**src/rtl/ctcu_pkg.sv**
```systemverilog
package ctcu_pkg;

   // Field widths
   localparam int KindWidth     = 1;
   localparam int KeyWidth      = 3;
   localparam int PhaseWidth    = 3;
   localparam int MinutesWidth  = 7;
   localparam int SecondsWidth  = 6;
   localparam int CsrIndexWidth = 2;
   localparam int CsrDataWidth  = 7;

   // Timer phases
   typedef enum logic [PhaseWidth-1:0] {
      PHASE_IDLE    = 3'd0,
      PHASE_SETTING = 3'd1,
      PHASE_RUNNING = 3'd2,
      PHASE_PAUSED  = 3'd3,
      PHASE_DONE    = 3'd4
   } phase_type;

   // Key codes
   localparam logic [KeyWidth-1:0] BTN_MICRO       = 3'd0;
   localparam logic [KeyWidth-1:0] BTN_GRILL       = 3'd1;
   localparam logic [KeyWidth-1:0] BTN_START       = 3'd2;
   localparam logic [KeyWidth-1:0] BTN_STOP        = 3'd3;
   localparam logic [KeyWidth-1:0] BTN_TEN_SECONDS = 3'd4;
   localparam logic [KeyWidth-1:0] BTN_ONE_MINUTE  = 3'd5;
   localparam logic [KeyWidth-1:0] BTN_TEN_MINUTES = 3'd6;

   // Item kinds
   localparam logic KIND_KEY  = 1'b0;
   localparam logic KIND_TICK = 1'b1;

   // Control register indexes
   localparam logic [CsrIndexWidth-1:0] CSR_MAX_MINUTES = 2'd0;
   localparam logic [CsrIndexWidth-1:0] CSR_QUICK_START = 2'd1;

   // Reset values and time constants
   localparam logic [MinutesWidth-1:0] MaxMinutesReset = 7'd90;
   localparam logic [SecondsWidth-1:0] QuickStartReset = 6'd30;
   localparam logic [MinutesWidth-1:0] MinutesLimit    = 7'd99;
   localparam logic [SecondsWidth-1:0] SecondsTop      = 6'd59;
   localparam logic [MinutesWidth-1:0] TenStep         = 7'd10;
   localparam logic [MinutesWidth-1:0] SecondsPerMin   = 7'd60;
   localparam logic [SecondsWidth-1:0] RunBonus        = 6'd30;

   typedef struct packed {
      phase_type                phase;
      logic                     grill;
      logic [MinutesWidth-1:0]  minutes;
      logic [SecondsWidth-1:0]  seconds;
   } timer_state_type;

   typedef struct packed {
      logic [MinutesWidth-1:0]  max_minutes;
      logic [SecondsWidth-1:0]  quick_seconds;
   } timer_cfg_type;

   typedef struct packed {
      logic beep;
      logic alert;
   } step_flags_type;

endpackage

```
**src/rtl/ctcu_ifs.sv**
```systemverilog
interface ctcu_req_if;
   logic                          valid;
   logic                          ready;
   logic [ctcu_pkg::KindWidth-1:0] kind;
   logic [ctcu_pkg::KeyWidth-1:0]  key_code;

   modport source (output valid, output kind, output key_code, input ready);
   modport sink   (input valid, input kind, input key_code, output ready);
endinterface

interface ctcu_rsp_if;
   logic                              valid;
   logic                              ready;
   logic [ctcu_pkg::PhaseWidth-1:0]   phase;
   logic                              heat_is_grill;
   logic                              micro_relay;
   logic                              grill_relay;
   logic [ctcu_pkg::MinutesWidth-1:0] minutes_left;
   logic [ctcu_pkg::SecondsWidth-1:0] seconds_left;
   logic                              beep;
   logic                              alert;

   modport source (output valid, output phase, output heat_is_grill, output micro_relay,
                   output grill_relay, output minutes_left, output seconds_left,
                   output beep, output alert, input ready);
   modport sink   (input valid, input phase, input heat_is_grill, input micro_relay,
                   input grill_relay, input minutes_left, input seconds_left,
                   input beep, input alert, output ready);
endinterface

interface ctcu_csr_if;
   logic                               valid;
   logic                               ready;
   logic [ctcu_pkg::CsrIndexWidth-1:0] index;
   logic [ctcu_pkg::CsrDataWidth-1:0]  data;

   modport source (output valid, output index, output data, input ready);
   modport sink   (input valid, input index, input data, output ready);
endinterface

```
**src/rtl/ctcu_next.sv**
```systemverilog
module ctcu_next (
   input  ctcu_pkg::timer_state_type           cur,
   input  ctcu_pkg::timer_cfg_type             cfg,
   input  logic [ctcu_pkg::KindWidth-1:0]      kind,
   input  logic [ctcu_pkg::KeyWidth-1:0]       key_code,
   output ctcu_pkg::timer_state_type           nxt,
   output ctcu_pkg::step_flags_type            flags
);
   import ctcu_pkg::*;

   logic [MinutesWidth-1:0] max_eff;
   logic [SecondsWidth-1:0] quick_eff;
   logic                    is_key;
   logic                    below_max;
   logic                    time_zero;
   logic [MinutesWidth-1:0] sec_plus_ten;
   logic [MinutesWidth-1:0] min_plus_ten;
   logic                    sec_carry;
   phase_type               phase_mid;
   logic                    finish;
   logic                    beep;
   logic                    grill_in;
   logic [MinutesWidth-1:0] minutes_in;
   logic [SecondsWidth-1:0] seconds_in;

   // Clamp the control registers into their legal ranges
   always_comb begin
      if (cfg.max_minutes == '0) begin
         max_eff = MinutesWidth'(1);
      end else if (cfg.max_minutes > MinutesLimit) begin
         max_eff = MinutesLimit;
      end else begin
         max_eff = cfg.max_minutes;
      end
      if (cfg.quick_seconds == '0) begin
         quick_eff = SecondsWidth'(1);
      end else if (cfg.quick_seconds > SecondsTop) begin
         quick_eff = SecondsTop;
      end else begin
         quick_eff = cfg.quick_seconds;
      end
   end

   // Shared conditions
   assign is_key       = (kind == KIND_KEY) && (key_code <= BTN_TEN_MINUTES);
   assign below_max    = cur.minutes < max_eff;
   assign time_zero    = (cur.minutes == '0) && (cur.seconds == '0);
   assign sec_plus_ten = {1'b0, cur.seconds} + TenStep;
   assign sec_carry    = sec_plus_ten >= SecondsPerMin;
   assign min_plus_ten = cur.minutes + TenStep;

   // Next phase
   always_comb begin
      phase_mid = cur.phase;
      if (is_key) begin
         case (cur.phase)
            PHASE_IDLE: begin
               if (key_code inside {BTN_MICRO, BTN_GRILL}) begin
                  phase_mid = PHASE_SETTING;
               end else if (key_code == BTN_START) begin
                  phase_mid = PHASE_RUNNING;
               end
            end
            PHASE_SETTING: begin
               if (key_code == BTN_START && !time_zero) begin
                  phase_mid = PHASE_RUNNING;
               end
            end
            PHASE_RUNNING: begin
               if (key_code == BTN_STOP) begin
                  phase_mid = PHASE_PAUSED;
               end
            end
            PHASE_PAUSED: begin
               if (key_code == BTN_START) begin
                  phase_mid = PHASE_RUNNING;
               end
            end
            PHASE_DONE: begin
               phase_mid = PHASE_IDLE;
            end
            default: begin
               phase_mid = cur.phase;
            end
         endcase
      end
   end

   // Time, heating type and acknowledge beep
   always_comb begin
      minutes_in = cur.minutes;
      seconds_in = cur.seconds;
      grill_in   = cur.grill;
      beep       = 1'b0;
      if (kind == KIND_TICK) begin
         if (cur.phase == PHASE_RUNNING) begin
            if (cur.seconds != '0) begin
               seconds_in = cur.seconds - SecondsWidth'(1);
            end else if (cur.minutes != '0) begin
               minutes_in = cur.minutes - MinutesWidth'(1);
               seconds_in = SecondsTop;
            end
         end
      end else if (is_key) begin
         case (cur.phase)
            PHASE_IDLE: begin
               if (key_code inside {BTN_MICRO, BTN_GRILL}) begin
                  beep       = 1'b1;
                  grill_in   = (key_code == BTN_GRILL);
                  minutes_in = '0;
                  seconds_in = '0;
               end else if (key_code == BTN_START) begin
                  beep       = 1'b1;
                  grill_in   = 1'b0;
                  minutes_in = '0;
                  seconds_in = quick_eff;
               end
            end
            PHASE_SETTING: begin
               case (key_code)
                  BTN_TEN_SECONDS: begin
                     if (below_max) begin
                        beep = 1'b1;
                        if (sec_carry) begin
                           seconds_in = SecondsWidth'(sec_plus_ten - SecondsPerMin);
                           minutes_in = cur.minutes + MinutesWidth'(1);
                        end else begin
                           seconds_in = SecondsWidth'(sec_plus_ten);
                        end
                     end
                  end
                  BTN_ONE_MINUTE: begin
                     if (below_max) begin
                        beep       = 1'b1;
                        minutes_in = cur.minutes + MinutesWidth'(1);
                     end
                  end
                  BTN_TEN_MINUTES: begin
                     // Reaching the cap pins the time to max:00 silently
                     if (below_max) begin
                        if (min_plus_ten >= max_eff) begin
                           minutes_in = max_eff;
                           seconds_in = '0;
                        end else begin
                           beep       = 1'b1;
                           minutes_in = min_plus_ten;
                        end
                     end
                  end
                  BTN_STOP: begin
                     beep       = 1'b1;
                     minutes_in = '0;
                     seconds_in = '0;
                  end
                  BTN_MICRO, BTN_GRILL: begin
                     beep     = 1'b1;
                     grill_in = (key_code == BTN_GRILL);
                  end
                  BTN_START: begin
                     beep = !time_zero;
                  end
                  default: begin
                     beep = 1'b0;
                  end
               endcase
            end
            PHASE_RUNNING: begin
               if (key_code == BTN_STOP) begin
                  beep = 1'b1;
               end else if (key_code == BTN_START) begin
                  if (below_max && cur.seconds < RunBonus) begin
                     beep       = 1'b1;
                     seconds_in = cur.seconds + RunBonus;
                  end
               end
            end
            PHASE_PAUSED: begin
               beep = (key_code == BTN_START);
            end
            PHASE_DONE: begin
               beep = 1'b1;
            end
            default: begin
               beep = 1'b0;
            end
         endcase
      end
   end

   // Running out of time ends in done
   assign finish = (phase_mid == PHASE_RUNNING) && (minutes_in == '0) && (seconds_in == '0);

   assign nxt.phase   = finish ? PHASE_DONE : phase_mid;
   assign nxt.grill   = grill_in;
   assign nxt.minutes = minutes_in;
   assign nxt.seconds = seconds_in;
   assign flags.beep  = beep;
   assign flags.alert = finish;

endmodule

```
**src/rtl/cooking_timer_controller_unit.sv**
```systemverilog
// Cooking timer controller: takes one transaction per cycle on req_ch (a key press or a
// one-second tick) and returns exactly one result per transaction on rsp_ch, in order.
// A transaction is registered at the input, the phase/time update is combinational
// next-state logic between the input and output registers, and the result is registered
// at the output. Throughput is one transaction per cycle while rsp_ch.ready is high; the
// output register and the input register together let one new transaction in while a
// result waits. The csr_ch write port is always ready; index 0 sets max_minutes (0 reads
// as 1, above 99 as 99), index 1 sets quick_start_seconds from data[5:0] (0 reads as 1,
// above 59 as 59). Other indexes are ignored. Write these only while no transaction is
// in flight.
module cooking_timer_controller_unit (
   input logic        clock,
   input logic        reset,
   ctcu_req_if.sink   req_ch,
   ctcu_rsp_if.source rsp_ch,
   ctcu_csr_if.sink   csr_ch
);
   import ctcu_pkg::*;

   // Input stage
   logic                    in_valid_ff, in_valid_in;
   logic [KindWidth-1:0]    in_kind_ff;
   logic [KeyWidth-1:0]     in_key_ff;
   // Timer state and configuration
   timer_state_type         state_ff, state_in;
   timer_cfg_type           cfg_ff, cfg_in;
   // Result stage
   logic                    rsp_valid_ff, rsp_valid_in;
   timer_state_type         rsp_state_ff;
   step_flags_type          rsp_flags_ff;

   logic                    req_take;
   logic                    advance;
   step_flags_type          step_flags;

   // Handshake control
   assign advance      = in_valid_ff && (!rsp_valid_ff || rsp_ch.ready);
   assign req_ch.ready = !in_valid_ff || advance;
   assign req_take     = req_ch.valid && req_ch.ready;
   assign csr_ch.ready = 1'b1;

   always_comb begin
      in_valid_in  = req_take || (in_valid_ff && !advance);
      rsp_valid_in = advance || (rsp_valid_ff && !rsp_ch.ready);
   end

   // Configuration writes
   always_comb begin
      cfg_in = cfg_ff;
      if (csr_ch.valid) begin
         case (csr_ch.index)
            CSR_MAX_MINUTES: cfg_in.max_minutes   = MinutesWidth'(csr_ch.data);
            CSR_QUICK_START: cfg_in.quick_seconds = SecondsWidth'(csr_ch.data);
            default:         cfg_in = cfg_ff;
         endcase
      end
   end

   // Per-transaction update
   ctcu_next u_next (
      .cur      (state_ff),
      .cfg      (cfg_ff),
      .kind     (in_kind_ff),
      .key_code (in_key_ff),
      .nxt      (state_in),
      .flags    (step_flags)
   );

   // Control registers
   always_ff @(posedge clock) begin
      if (reset) begin
         in_valid_ff       <= 1'b0;
         rsp_valid_ff      <= 1'b0;
         cfg_ff.max_minutes   <= MaxMinutesReset;
         cfg_ff.quick_seconds <= QuickStartReset;
         state_ff.phase    <= PHASE_IDLE;
         state_ff.grill    <= 1'b0;
         state_ff.minutes  <= '0;
         state_ff.seconds  <= '0;
      end else begin
         in_valid_ff  <= in_valid_in;
         rsp_valid_ff <= rsp_valid_in;
         cfg_ff       <= cfg_in;
         if (advance) begin
            state_ff <= state_in;
         end
      end
   end

   // Payload registers
   always_ff @(posedge clock) begin
      if (req_take) begin
         in_kind_ff <= req_ch.kind;
         in_key_ff  <= req_ch.key_code;
      end
      if (advance) begin
         rsp_state_ff <= state_in;
         rsp_flags_ff <= step_flags;
      end
   end

   // Result drive
   assign rsp_ch.valid         = rsp_valid_ff;
   assign rsp_ch.phase         = rsp_state_ff.phase;
   assign rsp_ch.heat_is_grill = rsp_state_ff.grill;
   assign rsp_ch.micro_relay   = (rsp_state_ff.phase == PHASE_RUNNING) && !rsp_state_ff.grill;
   assign rsp_ch.grill_relay   = (rsp_state_ff.phase == PHASE_RUNNING) && rsp_state_ff.grill;
   assign rsp_ch.minutes_left  = rsp_state_ff.minutes;
   assign rsp_ch.seconds_left  = rsp_state_ff.seconds;
   assign rsp_ch.beep          = rsp_flags_ff.beep;
   assign rsp_ch.alert         = rsp_flags_ff.alert;

   // Checks
   a_time_range: assert property (@(posedge clock) disable iff (reset)
      state_ff.seconds <= SecondsTop && state_ff.minutes <= MinutesLimit)
      else $error("timer state out of range");

   a_running_nonzero: assert property (@(posedge clock) disable iff (reset)
      state_ff.phase == PHASE_RUNNING |-> (state_ff.minutes != '0 || state_ff.seconds != '0))
      else $error("running with no time left");

   a_alert_done: assert property (@(posedge clock) disable iff (reset)
      rsp_valid_ff && rsp_flags_ff.alert |-> rsp_state_ff.phase == PHASE_DONE
                                            && !rsp_flags_ff.beep)
      else $error("alert without entering done");

   a_advance_fills: assert property (@(posedge clock) disable iff (reset)
      advance |=> rsp_valid_ff)
      else $error("result lost after advance");

endmodule
```
**src/flat_wrapper.sv**
```systemverilog
// flat-port wrapper written by rule: the top's interface ports become plain ports
module cooking_timer_controller_unit_flat import ctcu_pkg::*;
  (clock, reset, req_ch_valid, req_ch_kind, req_ch_key_code, req_ch_ready, rsp_ch_valid, rsp_ch_phase, rsp_ch_heat_is_grill, rsp_ch_micro_relay, rsp_ch_grill_relay, rsp_ch_minutes_left, rsp_ch_seconds_left, rsp_ch_beep, rsp_ch_alert, rsp_ch_ready, csr_ch_valid, csr_ch_index, csr_ch_data, csr_ch_ready);
  ctcu_req_if req_ch_i ();
  ctcu_rsp_if rsp_ch_i ();
  ctcu_csr_if csr_ch_i ();
  input logic clock;
  input logic reset;
  input wire logic [$bits(req_ch_i.valid)-1:0] req_ch_valid;
  input wire logic [$bits(req_ch_i.kind)-1:0] req_ch_kind;
  input wire logic [$bits(req_ch_i.key_code)-1:0] req_ch_key_code;
  output wire logic [$bits(req_ch_i.ready)-1:0] req_ch_ready;
  output wire logic [$bits(rsp_ch_i.valid)-1:0] rsp_ch_valid;
  output wire logic [$bits(rsp_ch_i.phase)-1:0] rsp_ch_phase;
  output wire logic [$bits(rsp_ch_i.heat_is_grill)-1:0] rsp_ch_heat_is_grill;
  output wire logic [$bits(rsp_ch_i.micro_relay)-1:0] rsp_ch_micro_relay;
  output wire logic [$bits(rsp_ch_i.grill_relay)-1:0] rsp_ch_grill_relay;
  output wire logic [$bits(rsp_ch_i.minutes_left)-1:0] rsp_ch_minutes_left;
  output wire logic [$bits(rsp_ch_i.seconds_left)-1:0] rsp_ch_seconds_left;
  output wire logic [$bits(rsp_ch_i.beep)-1:0] rsp_ch_beep;
  output wire logic [$bits(rsp_ch_i.alert)-1:0] rsp_ch_alert;
  input wire logic [$bits(rsp_ch_i.ready)-1:0] rsp_ch_ready;
  input wire logic [$bits(csr_ch_i.valid)-1:0] csr_ch_valid;
  input wire logic [$bits(csr_ch_i.index)-1:0] csr_ch_index;
  input wire logic [$bits(csr_ch_i.data)-1:0] csr_ch_data;
  output wire logic [$bits(csr_ch_i.ready)-1:0] csr_ch_ready;
  assign req_ch_i.valid = req_ch_valid;
  assign req_ch_i.kind = req_ch_kind;
  assign req_ch_i.key_code = req_ch_key_code;
  assign req_ch_ready = req_ch_i.ready;
  assign rsp_ch_valid = rsp_ch_i.valid;
  assign rsp_ch_phase = rsp_ch_i.phase;
  assign rsp_ch_heat_is_grill = rsp_ch_i.heat_is_grill;
  assign rsp_ch_micro_relay = rsp_ch_i.micro_relay;
  assign rsp_ch_grill_relay = rsp_ch_i.grill_relay;
  assign rsp_ch_minutes_left = rsp_ch_i.minutes_left;
  assign rsp_ch_seconds_left = rsp_ch_i.seconds_left;
  assign rsp_ch_beep = rsp_ch_i.beep;
  assign rsp_ch_alert = rsp_ch_i.alert;
  assign rsp_ch_i.ready = rsp_ch_ready;
  assign csr_ch_i.valid = csr_ch_valid;
  assign csr_ch_i.index = csr_ch_index;
  assign csr_ch_i.data = csr_ch_data;
  assign csr_ch_ready = csr_ch_i.ready;
  cooking_timer_controller_unit u_core (.clock(clock), .reset(reset), .req_ch(req_ch_i), .rsp_ch(rsp_ch_i), .csr_ch(csr_ch_i));
endmodule
```
**config.mk**
```make
export PLATFORM = sky130hd
export DESIGN_NAME = cooking_timer_controller_unit_flat
export DESIGN_NICKNAME = d
export VERILOG_FILES = /design/src/rtl/ctcu_pkg.sv /design/src/rtl/ctcu_ifs.sv /design/src/rtl/ctcu_next.sv /design/src/rtl/cooking_timer_controller_unit.sv /design/src/flat_wrapper.sv
export SDC_FILE = /design/constraint.sdc
export NUM_CORES = 1
export LEC_CHECK = 0
export BUFFER_PORTS_ARGS = -buffer_cell sky130_fd_sc_hd__buf_2
export CORE_ASPECT_RATIO = 2
export CORE_MARGIN = 5
export CORE_UTILIZATION = 50
export CTS_CLUSTER_SIZE = 10
export DETAILED_ROUTE_END_ITERATION = 12
export PLACE_DENSITY = 0.81
export SLEW_MARGIN = 5
export SYNTH_ARGS = -nofsm -noshare
export SYNTH_HDL_FRONTEND = slang
export SYNTH_SLANG_ARGS = --single-unit
```
**constraint.sdc**
```tcl
create_clock -name clock -period 6.84 [get_ports clock]
set_input_delay 0.342 -clock clock [delete_from_list [all_inputs] [get_ports clock]]
set_output_delay 0.342 -clock clock [all_outputs]
set_load 0.05 [all_outputs]
```
* After elaboration in Yosys (flattened, before gate mapping)
Index checks and enable logic that the tools add are counted.
Widths: inputs -> output; s select.
** Storage, ports and cells
- Flip-flop bits (word level) :: 55
- Input port bits :: 18
- Output and inout bits :: 24
- Word-level logic and storage cells :: 142
** Cells by class
- Add/sub/neg operators :: 7
- Order comparisons :: 7
- Equality and inequality tests :: 13
- Multiplexer cells :: 57
- Bitwise operators :: 2
- Reduce and logical (&&, ||, !) cells :: 40
** Operators by type and width (number)
- $mux 7 :: 14
- $mux 6 :: 16
- $pmux 6 s3 :: 2
- $pmux 7 s4 :: 1
- $logic_not 7->1 :: 3
- $eq 3x2->1 const B :: 6
- $logic_not 6->1 :: 3
- $mux 3 :: 6
- $pmux 3 s5 :: 1
- $pmux 7 s2 :: 1
- $mux 1 :: 13
- $eq 3x3->1 const B :: 4
- $logic_and 1x1->1 :: 12
- $add 6x4->7 const B :: 1
- $add 7x1->7 const B :: 1
- $add 7x4->7 const B :: 1
- $ge 7x6->1 const B :: 1
- $ge 7x7->1 :: 1
- $gt 7x7->1 const B :: 1
- $lt 7x7->1 :: 1
- $reduce_bool 7->1 :: 1
- $sub 7x1->7 const B :: 1
- $add 6x5->6 const B :: 1
- $eq 3x1->1 const B :: 2
- other kinds (19) :: 32

* Logic depth before layout (Yosys ltp)
Gate-level depths: netlist (run 1).
- Depth after elaboration :: 14
- Mapped depth :: 17

* Cells and area by module
A second synthesis (run 1) with hierarchy kept.
** Second synthesis, totals
- Cell total of the unflattened synthesis :: 606
- Area total of the unflattened synthesis :: 4902.2 um^2
** By module, submodules not included
- ctcu_next :: instances 1, cells each 445, area an instance 2860.2 um^2, seq. area each 0.0 um^2
- cooking_timer_controller_unit :: instances 1, cells each 161, area an instance 2042.0 um^2, seq. area each 1331.3 um^2

* Least setup slack after synthesis (run 1)
OpenSTA, ideal clock, no wires.
- Path type :: register to register
- Start :: register u_core.state_ff[9] (netlist name)
- End :: register u_core.rsp_state_ff, in the netlist u_core.rsp_ch.phase[1], data pin
- Setup time :: 0.258 ns
- Arrival time :: 3.307 ns
- Required time :: 6.582 ns
- Slack :: 3.275 ns
- Stages on the path, launching flop included :: 17
- Path buffers :: 3
- Period minus slack after synthesis :: 3.565 ns
- Cell sequence :: dfxtp_1 -> clkbuf_1 -> clkbuf_1 -> a21oi_1 -> o21ai_0 -> nand2_1 -> ha_1 -> nand2_1 -> o21ai_0 -> a21o_1 -> clkbuf_1 -> mux2i_1 -> a311oi_1 -> o31ai_2 -> nor4b_1 -> and4b_1 -> nor2_1
** RTL lines
- start: declaration :: RTL line cooking_timer_controller_unit.sv:25 : timer_state_type state_ff, state_in;
- start signal: assignment :: RTL line cooking_timer_controller_unit.sv:85 : state_ff <= state_in;
- end signal: assignment :: RTL line cooking_timer_controller_unit.sv:97 : rsp_state_ff <= state_in;
- end: declaration :: RTL line cooking_timer_controller_unit.sv:29 : timer_state_type rsp_state_ff;

==> reports/qor.yml, run 1 <==
run_status:
  status: "complete, no violations"
job:
  maxCapViolations: 0
synthesis:
  synth_top_cell_by_area: "edfxtp_1"
  synth_edf_count: 23
  synth_top_flop_cell: "dfxtp_1"
  syn_avg_cell_area_sq_um: 8.020
  ys_seq_area_share_pct: 27.30
  synth_cell_types: 93
  ys_top_cells_by_area: "edfxtp_1, dfxtp_1, ha_1"
  synth_top_cell_area_share_pct: 14.16
  yosysMostFrequentCell: "nor2_1"
  netlist_instances: 608
  synth_top_cells_by_count: "nor2_1, nand2_1, a21oi_1"
  synth-seq-cells: 55
  synthArstFlopShare_pct: 0
  yosysWarnings: 0
  synth_fp_nets: 650
  syn_area_sq_um: 4876
worst_setup_path:
  cp_slowest_stage_delay_ns: 0.79
  slowest_stage: "dfxtp_1"
  worstPathRequired_ns: 7.06
  crit_top_cell: "a21oi_1"
  critPathKind: "reg -> reg"
  cp.arrival_ns: 4.55
  worst-path-buf-inv: 0
  path_max_fanout: 18
  crit_family: "compound AO/OA/AOI/OAI gates"
  path_cells: "a21oi_1 > nor2b_1 > nand3_1 > nand2_1 > ha_1 > a21oi_1 > o21ai_0 > a21oi_1 > a21oi_1 > a2111o_1 > a32oi_1 > nor4_2 > and4b_1 > o31ai_1"
  worst_setup_path_start_kind: "register"
  cp-end-kind: "register"
global_routing:
  use_met3_pct: 4.639
  globalRouteTotalUtil_pct: 34.12
  grt_max_degree: 34
  use_met1_pct: 36.31
  grt_busiest_layer: "met2"
  met2_usage_pct: 59.17
  grt_pass1_wl_um: 29950
  first_global_vias: 5058
  antenna_found_initial: 0
  grt_overflow: 0
timing:
  fin_skew_ns: 0.009878
  tightest_slew_ns: 1.317
  maxSlewHeadroom_pct: 11.24
  finalHoldViolCount: 0
  fmax_mhz: 230.8
  rsz0062_at_grt: "false"
  setup_violations: 0
  slew_violations: 0
  fin_crit_sh_pct: 63.35
  setup_tns_ns: 0
  hold_ws_ns: 0.2079
  timing.final.crit_period_ns: 4.333
  layout_setup_ws_ns: 2.507
clocking:
  numCtsBuffers: 5
  ctsRootBufferMaster: "clkbuf_16"
  cts_buffer_depth: 2
  cts_setup_buffers: 0
  htreeDepth: 2
  holdBufCountCts: 0
  cts_resized: 0
  clk_latency_ns: 0.31
  clkSinkCount: 55
  cts.clk_slew.worst_paths_ns: 0.08
  cts_tree: "built"
power:
  p_leak_nw: 1.985
  power.density_nw_per_um2: 178.6
  power_w: 0.0009352
  vdd_drop_max_v: 0.0001447
route:
  first_pass_iters: 7
  wire_per_inst_um: 26.62
  drc: 0
  wl_um: 19990
  drtIter0Drc: 375
  vias: 5213
  ant_nets: 0
  viasPerCell: 6.941
floorplan:
  core_sq_um: 9635
  die_w_um: 79.83
  die_area_sq_um: 11950
  io_pins: 42
  initial_core_util_pct: 50.60
  die_h_um: 149.7
  num_rows: 51
finish:
  final_cell_area_sq_um: 5235
  multiInputGateArea_sq_um: 3258
  area_growth_pct: 7.365
  layout-drive-gt1-share_pct: 14.54
  num_antenna_cells: 0
  final.fill_count: 946
  layout.nets: 660
  seqCellArea_sq_um: 1331
placed_design:
  postPlaceCellArea_sq_um: 5086
  pre_cts_ws_ns: 2.604
  port_buffers: 40
  dpl.hpwl_um: 15040
  gp_congestion: 1.024
hold_path:
  hold_path_class: "in -> reg"
==> stage by stage <==
stage,std cells,utilization [%]
4_1_cts,751,54.33
6_report,751,54.33
5_1_grt,751,54.33
3_5_place_dp,743,52.79
2_1_floorplan,608,-
3_3_place_gp,743,52.79
==> report_power, final <==
| part | leakage (nW) | internal, W | switching, W |
|---|---|---|---|
| Combinational | 1.43 | 0.0000842 | 0.000184 |
| Sequential | 0.486 | 0.000361 | 0.0000306 |
| Clock | 0.0734 | 0.000139 | 0.000137 |
| Total | 1.98 | 0.000584 | 0.000351 |
==> final timing paths <==
| path | startpoint | endpoint | slack (ns) | depth (start not counted) |
|---|---|---|---|---|
| setup reg to reg | u_core.state_ff[9] | u_core.state_ff[15] | 2.51 | 14 |
| hold reg to reg | u_core.state_ff[13] | u_core.state_ff[13] | 0.49 | 2 |
| hold / removal | req_ch_kind | u_core.in_kind_ff | 0.21 | 1 |
| setup / recovery | u_core.state_ff[9] | u_core.state_ff[15] | 2.51 | 14 |
==> cells in the final DEF (no fill, tap or decap), drive strengths merged, types with 6 or more instances in the layout <==
cell type   n
o21ai      30
a211oi     18
and2        7
a211o       9
a31oi       9
nand2b     11
buf        47
nor3b       9
nor2       64
a21boi      7
a21oi      47
inv        21
a21o        7
o211ai     12
or3         7
mux2i      10
nand2      55
nor2b      11
ha         24
dfxtp      32
nor4       11
nor3       21
o31ai       6
nand3      20
edfxtp     23
==> logic make-up after synthesis <==
| family | synth area share, % |
|---|---|
| AND/OR/NAND/NOR | 28.48 |
| buffers and inverters | 5.876 |
| adder cells (fa/ha/maj) | 6.159 |
| AO/OA/AOI/OAI | 28.20 |
| flip-flops | 27.30 |
| other | 0.07691 |
| XOR/XNOR | 1.617 |
| multiplexers | 2.284 |
==> layout make-up <==
| type | instances | share of cell area [%] |
|---|---|---|
| well taps | 132 | 3.155 |
| inverters | 21 | 1.506 |
| clock buffers | 5 | 2.390 |
| repair buffers | 47 | 4.828 |
| flip-flops and latches | 55 | 25.43 |
| multi-input cells | 488 | 62.24 |
| clock inverters | 3 | 0.4541 |
==> worst reg2reg max path, cell delays in order, from the launching register on <==
cell	delay [ns]
dfxtp_1	0.79
a21oi_1	0.21
nor2b_1	0.23
nand3_1	0.12
nand2_1	0.12
ha_1	0.24
a21oi_1	0.12
o21ai_0	0.11
a21oi_1	0.50
a21oi_1	0.22
a2111o_1	0.47
a32oi_1	0.53
nor4_2	0.14
and4b_1	0.22
o31ai_1	0.22
==> sequential cells by signal, indices dropped and copies added (netlist names) <==
register                     flops
u_core.rsp_ch.heat_is_grill      1
u_core.rsp_ch.beep               1
u_core.rsp_ch.phase              3
u_core.state_ff                 17
u_core.rsp_ch.seconds_left       6
u_core.in_key_ff                 3
u_core.cfg_ff                   13
u_core.in_kind_ff                1
u_core.rsp_ch.alert              1
u_core.in_valid_ff               1
u_core.rsp_ch.minutes_left       7
u_core.rsp_ch.valid              1
==> per-layer routing <==
| layer | routed length, um | part of all wire (%) |
|---|---|---|
| met1 | 6975 | 35 |
| met2 | 10030 | 50 |
| met3 | 1149 | 5.7 |
| met4 | 1839 | 9.2 |
| met5 | 0 | 0 |
(Power assumes the default switching activity.)
==> run 2: changes to the inputs <==
- PLACE_DENSITY: 0.81 -> 0.83
- clock period: 6.84 -> 3.6 ns (I/O delays scaled with it)
==> reports/qor.yml, run 2 (synthesis results as in run 1) <==
clocking:
  clkSinkCount: 55  # unchanged
  cts.clk_slew.worst_paths_ns: 0.07  # about the same
  cts_tree: "built"
  ctsRootBufferMaster: "clkbuf_16"
  cts_buffer_depth: 2  # unchanged
  htreeDepth: 2  # unchanged
  clk_latency_ns: 0.30  # about the same
  numCtsBuffers: 5  # unchanged
route:
  viasPerCell: 6.594  # -5.0%
  first_pass_iters: 5  # -2
  wl_um: 21250  # +6.3%
  drc: 0  # unchanged
  wire_per_inst_um: 25.06  # -5.9%
  vias: 5592  # +7.3%
  ant_nets: 0  # unchanged
  drtIter0Drc: 540  # +44%
hold_path:
  hold_path_class: "in -> reg"
  min_to: "u_core.in_key_ff[2]"
  hold_path_depth: 1  # unchanged
  min_from: "req_ch_key_code[2]"
timing:
  setup_violations: 0  # unchanged
  maxSlewHeadroom_pct: 32.40  # +21 points
  fin_crit_sh_pct: 98.51  # +35 points
  layout_setup_ws_ns: 0.05379  # -2.453 ns
  timing.final.crit_period_ns: 3.546  # -0.7873 ns
  fin_skew_ns: 0.004961  # -0.004917 ns
  finalHoldViolCount: 0  # unchanged
  tightest_slew_ns: 1.001  # -0.3161 ns
  slew_violations: 0  # unchanged
  fmax_mhz: 282.0  # +22%
  rsz0062_at_grt: "true"
finish:
  largest_reg_flops: 17  # unchanged
  mostFrequentLayoutCells: "buf_4, nor2_1, nand2_1"
  final.fill_count: 862  # -8.9%
  layout.nets: 757  # +15%
  layout-drive-gt1-share_pct: 31.15  # +17 points
  layout.cells.most_common: "buf_4"
  seqCellArea_sq_um: 1343  # +0.85%
  area_growth_pct: 26.35
  top_register: "u_core.state_ff"
  num_antenna_cells: 0  # unchanged
  final_cell_area_sq_um: 6161  # +18%
  multiInputGateArea_sq_um: 3448  # +5.8%
worst_setup_path:
  slowest_stage: "or3_1"
  rr_endpoint: "u_core.rsp_ch.phase[1]"
  worst-path-buf-inv: 2  # +2
  cp.arrival_ns: 3.59  # -0.96 ns
  r2r_start: "u_core.state_ff[1]"
  r2r_cells: 11  # -3
  cp_slowest_stage_delay_ns: 0.45  # -0.34 ns
  ff2ff_setup_slack_ns: 0.05  # -2.45 ns
  cp-end-kind: "register"
  crit_family: "simple AND/OR/NAND/NOR gates"
  critPathKind: "reg -> reg"
  path_cells: "inv_1 > ha_1 > nor2b_1 > buf_4 > a31oi_1 > a311oi_4 > a21oi_1 > or3_1 > nor3_1 > and4b_1 > nor2_1"
  worstPathRequired_ns: 3.65  # -3.41 ns
  worst_setup_path_start_kind: "register"
  path_max_fanout: 4  # -14
placed_design:
  pre_cts_ws_ns: -0.2821  # -2.886 ns
  gp_congestion: 1.045  # +2.0%
  dpl.hpwl_um: 16780  # +12%
  postPlaceCellArea_sq_um: 5754  # +13%
  port_buffers: 40  # unchanged
power:
  p_leak_nw: 2.495  # +26%
  vdd_drop_max_v: 0.0002329  # +61%
  power.density_nw_per_um2: 305.0  # +71%
global_routing:
  first_global_vias: 5547  # +9.7%
  grt_max_degree: 34  # unchanged
  globalRouteTotalUtil_pct: 36.34  # +2.2 points
  grt_overflow: 0  # unchanged
  antenna_found_initial: 0  # unchanged
  grt_pass1_wl_um: 31900  # +6.5%
floorplan:
  initial_core_util_pct: 50.60  # unchanged
  io_pins: 42  # unchanged
  num_rows: 51  # unchanged
  die_h_um: 149.7  # unchanged
  die_w_um: 79.83  # unchanged
  die_area_sq_um: 11950  # unchanged
  core_sq_um: 9635  # unchanged
job:
  maxCapViolations: 0  # unchanged
run_status:
  status: "complete, no violations"
==> run 2: area by class of cell <==
cell class	instances	share of cell area [%]
clock buffers	6	2.092
clock inverters	2	0.2640
inverters	21	1.279
multi-input cells	488	55.97
flip-flops and latches	55	21.79
well taps	132	2.681
repair buffers	144	15.92
==> run 2: worst max path at each step <==
| stage | slack (ns) | cells after the start | end | start |
|---|---|---|---|---|
| 3_3_place_gp | -0.24 | 15 | u_core.rsp_ch.alert | u_core.cfg_ff[11] |
| 3_5_place_dp | -0.28 | 15 | u_core.rsp_ch.alert | u_core.cfg_ff[11] |
| 2_1_floorplan | 0.04 | 16 | u_core.rsp_ch.phase[1] | u_core.state_ff[9] |
| 6_report | 0.05 | 11 | u_core.rsp_ch.phase[1] | u_core.state_ff[1] |
| 4_1_cts | 0.008 | 14 | u_core.rsp_ch.phase[1] | u_core.cfg_ff[11] |
| 5_1_grt | -0.07 | 13 | u_core.rsp_ch.phase[1] | u_core.cfg_ff[10] |
==> run 2: where the power goes <==
group / switching, W / leakage (nW) / internal (W)
sequential: 0.0000453 / 0.488 / 0.000687
clock: 0.000238 / 0.0675 / 0.000262
combinational: 0.000400 / 1.94 / 0.000248
==> run 2: per-stage QoR <==
step / hold slack (ns) / util, % / TNS [ns] / total power [W] / std cells
after floorplan: 0.2744 / - / 0 / 0.001090 / 608
after global placement: 0.3566 / 59.72 / -0.6046 / 0.001338 / 832
after detailed placement: 0.3590 / 59.72 / -0.9760 / 0.001342 / 832
after CTS: 0.05081 / 61.62 / 0 / 0.001841 / 840
after global routing: 0.04732 / 63.94 / -0.1389 / 0.001956 / 848
final: 0.05170 / 63.94 / 0 / 0.001879 / 848
==> run 2: timing repair <==
action                                 4_1_cts  5_1_grt
setup endpoints to repair                    6       11
setup buffers                                0        8
endpoints found under the hold margin        0        0
resized for setup                            7       44
gates cloned                                 0        0
hold buffers                                 0        0
pin swaps                                    1       18
==> run 2: worst register-to-register path: cells and delay by family (launching register included) <==
kind	cells	cell delay, ns
buf+inv	2	0.30
fa+ha+maj	1	0.42
compound gates	3	0.68
simple gates	5	1.54
flops	1	0.36
==> run 2: layer usage <==
layer	part of all wire [%]	GRT usage, %
met5	0	0
met4	12	33.16
met3	6.2	3.614
met2	49	63.53
met1	32	36.79
